$ cat src/hdl/sspt_pkg.sv
// Package for the spaced seek point table.
// Holds the item types, result codes, controller states and the command
// and status groups between controller and datapath. No dependencies.
package sspt_pkg;

  // Default table depth and reset value of the spacing register.
  localparam int unsigned TABLE_DEPTH_DEF = 1024;
  localparam logic [15:0] SPACING_RESET   = 16'd64;

  // Result codes.
  localparam logic [2:0] STAT_FOUND   = 3'd0;
  localparam logic [2:0] STAT_NONE    = 3'd1;
  localparam logic [2:0] STAT_STORED  = 3'd2;
  localparam logic [2:0] STAT_SKIPPED = 3'd3;
  localparam logic [2:0] STAT_DROPPED = 3'd4;

  // Operation codes.
  localparam logic OP_ADD  = 1'b0;
  localparam logic OP_FIND = 1'b1;

  typedef struct packed {
    logic        operation;
    logic [31:0] frame;
    logic [47:0] offset;
  } sspt_in_item_t;

  typedef struct packed {
    logic [2:0]  status;
    logic [31:0] found_frame;
    logic [47:0] found_offset;
  } sspt_out_item_t;

  typedef enum logic [2:0] {
    S_IDLE,
    S_ADD,
    S_CHECK,
    S_CMP,
    S_EMIT
  } sspt_state_t;

  // Commands from the controller to the datapath.
  typedef struct packed {
    logic load;        // latch the input item and open the search window
    logic add_exec;    // decide and perform an add, emit its result
    logic rd_mid;      // read the frame at the window midpoint
    logic cmp_step;    // narrow the window from the frame just read
    logic rd_found;    // read the point just below the window
    logic emit_found;  // emit the point that was read
    logic emit_none;   // emit a none-found result
  } sspt_cmd_t;

  // Status from the datapath to the controller.
  typedef struct packed {
    logic in_is_find;   // the offered item is a find
    logic search_open;  // the search window is not empty
    logic lo_zero;      // no stored point lies at or below the desired frame
  } sspt_stat_t;

endpackage

$ cat src/hdl/sspt_ctrl.sv
// Controller of the spaced seek point table.
// Sequences adds and the binary search; depends on sspt_pkg.
module sspt_ctrl
  import sspt_pkg::*;
(
  input  logic       clk,
  input  logic       rst_n,
  input  logic       start,
  input  sspt_stat_t stat,
  output sspt_cmd_t  cmd,
  output logic       busy
);

  sspt_state_t state_r, state_nxt;

  // State register.
  always_ff @(posedge clk) begin
    if (!rst_n) begin
      state_r <= S_IDLE;
    end else begin
      state_r <= state_nxt;
    end
  end

  // Next state and commands.
  always_comb begin
    state_nxt = state_r;
    cmd       = '0;
    case (state_r)
      S_IDLE: begin
        if (start) begin
          cmd.load  = 1'b1;
          state_nxt = stat.in_is_find ? S_CHECK : S_ADD;
        end
      end
      S_ADD: begin
        cmd.add_exec = 1'b1;
        state_nxt    = S_IDLE;
      end
      S_CHECK: begin
        if (stat.search_open) begin
          cmd.rd_mid = 1'b1;
          state_nxt  = S_CMP;
        end else if (stat.lo_zero) begin
          cmd.emit_none = 1'b1;
          state_nxt     = S_IDLE;
        end else begin
          cmd.rd_found = 1'b1;
          state_nxt    = S_EMIT;
        end
      end
      S_CMP: begin
        cmd.cmp_step = 1'b1;
        state_nxt    = S_CHECK;
      end
      S_EMIT: begin
        cmd.emit_found = 1'b1;
        state_nxt      = S_IDLE;
      end
      default: begin
        state_nxt = S_IDLE;
      end
    endcase
  end

  assign busy = (state_r != S_IDLE);

endmodule

$ cat config.mk
export PLATFORM = sky130hd
export DESIGN_NAME = sspt_ctrl
export DESIGN_NICKNAME = d
export VERILOG_FILES = /design/src/hdl/sspt_pkg.sv /design/src/hdl/sspt_ctrl.sv
export SDC_FILE = /design/constraint.sdc
export NUM_CORES = 1
export LEC_CHECK = 0
export ABC_CLOCK_PERIOD_IN_PS = 2200
export BUFFER_PORTS_ARGS = -buffer_cell sky130_fd_sc_hd__buf_2
export CAP_MARGIN = 20
export CORE_AREA = 3 3 40 42
export DETAILED_ROUTE_END_ITERATION = 6
export DIE_AREA = 0 0 43 45
export PLACE_DENSITY_LB_ADDON = 0.3
export SYNTH_ARGS = -nofsm -noshare
export SYNTH_HDL_FRONTEND = slang
export SYNTH_SLANG_ARGS = --single-unit
$ cat constraint.sdc
create_clock -name clk -period 2.2 [get_ports clk]
set_input_delay 0.44 -clock clk [delete_from_list [all_inputs] [get_ports clk]]
set_output_delay 0.44 -clock clk [all_outputs]
set_load 0.05 [all_outputs]
**After elaboration in Yosys (flattened, before gate mapping)**

Index checks and enable logic that the tools add are counted.

- Equal/unequal tests: 5
- Reductions and logical operators: 2
- Muxes and demuxes: 18

Operators with widths:

| cell | number |
|---|---|
| 2-to-1 mux 1 bit | 13 |
| 2-to-1 mux 3 bit | 3 |
| case mux 3 bit (3 select lines) | 1 |
| == test 3 x 2 -> 1 bit (second input constant) | 2 |
| == test 3 x 1 -> 1 bit (second input constant) | 1 |
| == test 3 bit (second input constant) | 1 |
| zero test 3 bit | 1 |
| nonzero test 3 bit | 1 |
| 2-to-1 mux 2 bit | 1 |
| inequality test 2 bit (second input constant) | 1 |

- Register bits after elaboration: 3
- Input bits: 6

**Longest topological paths before layout**

- Depth after elaboration: 3
- Mapped depth: 4
- Gate-level depth less buffers: 3

**Worst setup path after synthesis**

Ideal clock, no wire load.

- Path type: register to output
- From: register state_r[0]
- To: output port cmd[6] (netlist bit)
- Slack: 69 ps
- Buffers on the path: 1
- Stages on the path, launching flop included: 4
- Data required time: 1760 ps
- Arrival: 1691 ps
- Path through: dfxtp_1 > buf_6 > or3_1 > nor2_1

RTL lines:

| what | RTL line | RTL |
|---|---|---|
| from (decl) | sspt_ctrl.sv:14 | `sspt_state_t state_r, state_nxt;` |
| from (signal assigned) | sspt_ctrl.sv:21 | `state_r <= state_nxt;` |
| to (decl) | sspt_ctrl.sv:10 | `output sspt_cmd_t cmd,` |

==> qor.csv <==
metric;value;unit
root buffer cell;clkbuf_4;
net switching power;0.0000673;W
Largest regs;state_r x3;
final period utilization;80.9;%
Biggest register;state_r;
Clock transition at path regs;0.04;ns
grt ovf;0;
initial antenna violation count;0;
reg2reg setup slack;1.21;ns
worst hold start;rst_n;
wire length per cell;8.75;um
Syn Nets;31;
relative slew slack;82.5;%
RSZ-0062 raised after global routing;false;
DP HPWL;408;um
Final Hold Vio Count;0;
Leak;0.168;nW
Sequential Power Share;29.8;%
initial core utilization;15.7;%
max frequency;562;MHz
CTS max path bufs;2;
Synth area leaders;dfxtp_1 (30%), nor2_1 (7.5%), nor3b_1 (7.5%);
DR pass1 iterations;2;
Sink Count;3;
max reg flops;3;
R2R Path Start;state_r[0];
Tightest Pin Transition;0.263;ns
Worst-Skew Late Latency;0.23;ns
Crit Path Class;flip-flop to output port;
synthesis-to-layout area growth;49.1;%
Tmin final;1.78;ns
TNS Setup;0;ns
Synth area leader;dfxtp_1;
Syn Std Cell Area;201;um^2
gpl congestion;0.685;
Mapped Avg Cell Area;8.06;um^2
Hold Buf Count CTS;0;
Post-Syn Instances;25;
CP max FO;9;
core box area;1280;um^2
Comb pwr share;25.5;%
htree depth;1;
clock buffer count from CTS;3;
I/O Buffers;13;
synth warn;0;
die area;1940;um^2
vias per inst;4.05;
die height;45;um
Routed Antenna Nets;0;
max-cap viol count;0;
Sw Ratio;32.2;%
GRT Total Usage;5.66;%
share of power burned in the clock network;44.7;%
crit path from;state_r[1];
Final Skew;0.0000221;ns
Via Count;227;
setup repair bufs after CTS;0;
IO Count;14;
DRT iter0 DRCs;2;
first-pass GRT wire length;814;um
Seq/Total Area, Yosys;29.8;%
Nets;48;
CP endpoint kind;output port;
share of post-route cells with drive strength above 1;41.5;%
top cell type's share of synthesized area;29.8;%
Peak VDD IR;164;uV
worst min path class;primary input to flip-flop;
Critical Path AT;1.34;ns
Post-Route WL;490;um
vias in the first global route;211;
max-slew violations;0;
outcome;finished, final reports clean;
TritonCTS clock tree;built;
Die W;43;um
post-synth cell types;16;
final worst setup slack;0.421;ns
worst path required time;1.76;ns
Post-route DRC;0;
Finished Core Util;23.4;%
DP Worst Slack;0.649;ns
Rows;13;
Pwr Density;697;nW/um^2
largest net degree at the start of global routing;11;
Power, Total;0.000209;W
Hold Worst Slack;0.429;ns
Pint;0.000142;W
synthesis-stage register bit count;3;
Resized Gates After CTS;0;
startpoint class of the critical path;flip-flop;
Final Setup Violations;0;
n_diodes;0;
[cell usage after synthesis]
library cell and number:
or3_1 1, nor2b_2 1, and3_1 1, nor3b_1 2
and3b_1 1, nor2_1 4, inv_1 1, or3b_1 1
o21ai_0 2, dfxtp_1 3, buf_6 1, and4bb_1 1
and2_1 2, nor3_1 1, nor2b_1 2, a21oi_1 1
[area by class of cell]
cell class	instances	area, um^2
Clock buffer	4	26.3
Fill cell	162	985
Inverter	1	3.75
Multi-Input combinational cell	20	126
Sequential cell	3	60.1
Tap cell	15	18.8
Timing Repair Buffer	13	65.1
[logic make-up after synthesis]
kind of cell | count (synthesis) | synth area share [%]
buf+inv | 2 | 7.45
flops | 3 | 29.8
simple gates | 17 | 55.3
compound gates | 3 | 7.45
[critical path, cell delays in order (launching register included)]
cell and delay [ns]:
dfxtp_1 0.36, or3_1 0.40, nor2_1 0.09, buf_2 0.26
[layer usage]
layer	share of wire (%)	wire length (um)	vias to the layer above	track usage, %
li1	-	-	118	-
met1	45	219	97	5.53
met2	41	201	12	9.28
met3	14	69	0	3.19
met4	0	0	0	3.61
met5	0	0	-	0
[final timing paths]
check | cells past startpoint | endpoint
worst min-delay path | 2 | state_r[2]
worst max-delay path | 3 | cmd[6]
worst min register to register | 2 | state_r[1]
worst max register to register | 3 | state_r[2]
[metrics by stage]
| step | area [um^2] | cells |
|---|---|---|
| finish | 300 | 56 |
| global route | 300 | 56 |
| CTS | 300 | 56 |
| detailed placement | 274 | 52 |
| global placement | 274 | 52 |
| floorplan | 201 | 25 |
[cell usage in the layout, fill, tap and decap left out]
| cell type | instances |
|---|---|
| buf_2 | 13 |
| nor2_1 | 4 |
| clkbuf_4 | 3 |
| dfxtp_1 | 3 |
| and2_1 | 2 |
| nor3b_1 | 2 |
| nor2b_1 | 2 |
| o21ai_0 | 2 |
| and4bb_1 | 1 |
| or3_1 | 1 |
| nor2b_2 | 1 |
| and3b_1 | 1 |
| and3_1 | 1 |
| inv_1 | 1 |
| nor3_1 | 1 |
| or3b_1 | 1 |
| a21oi_1 | 1 |
| clkbuf_1 | 1 |
[power by group through the flow]
| stage | clock (W) | sequential, W | combinational [W] |
|---|---|---|---|
| after detailed placement | 0 | 0.0000633 | 0.0000539 |
| after CTS | 0.0000981 | 0.0000623 | 0.0000540 |
| after global routing | 0.000102 | 0.0000630 | 0.0000577 |
| after floorplan | 0 | 0.0000604 | 0.0000444 |
| final | 0.0000935 | 0.0000624 | 0.0000534 |
| after global placement | 0 | 0.0000633 | 0.0000539 |
Power figures use the tool's default switching activity.
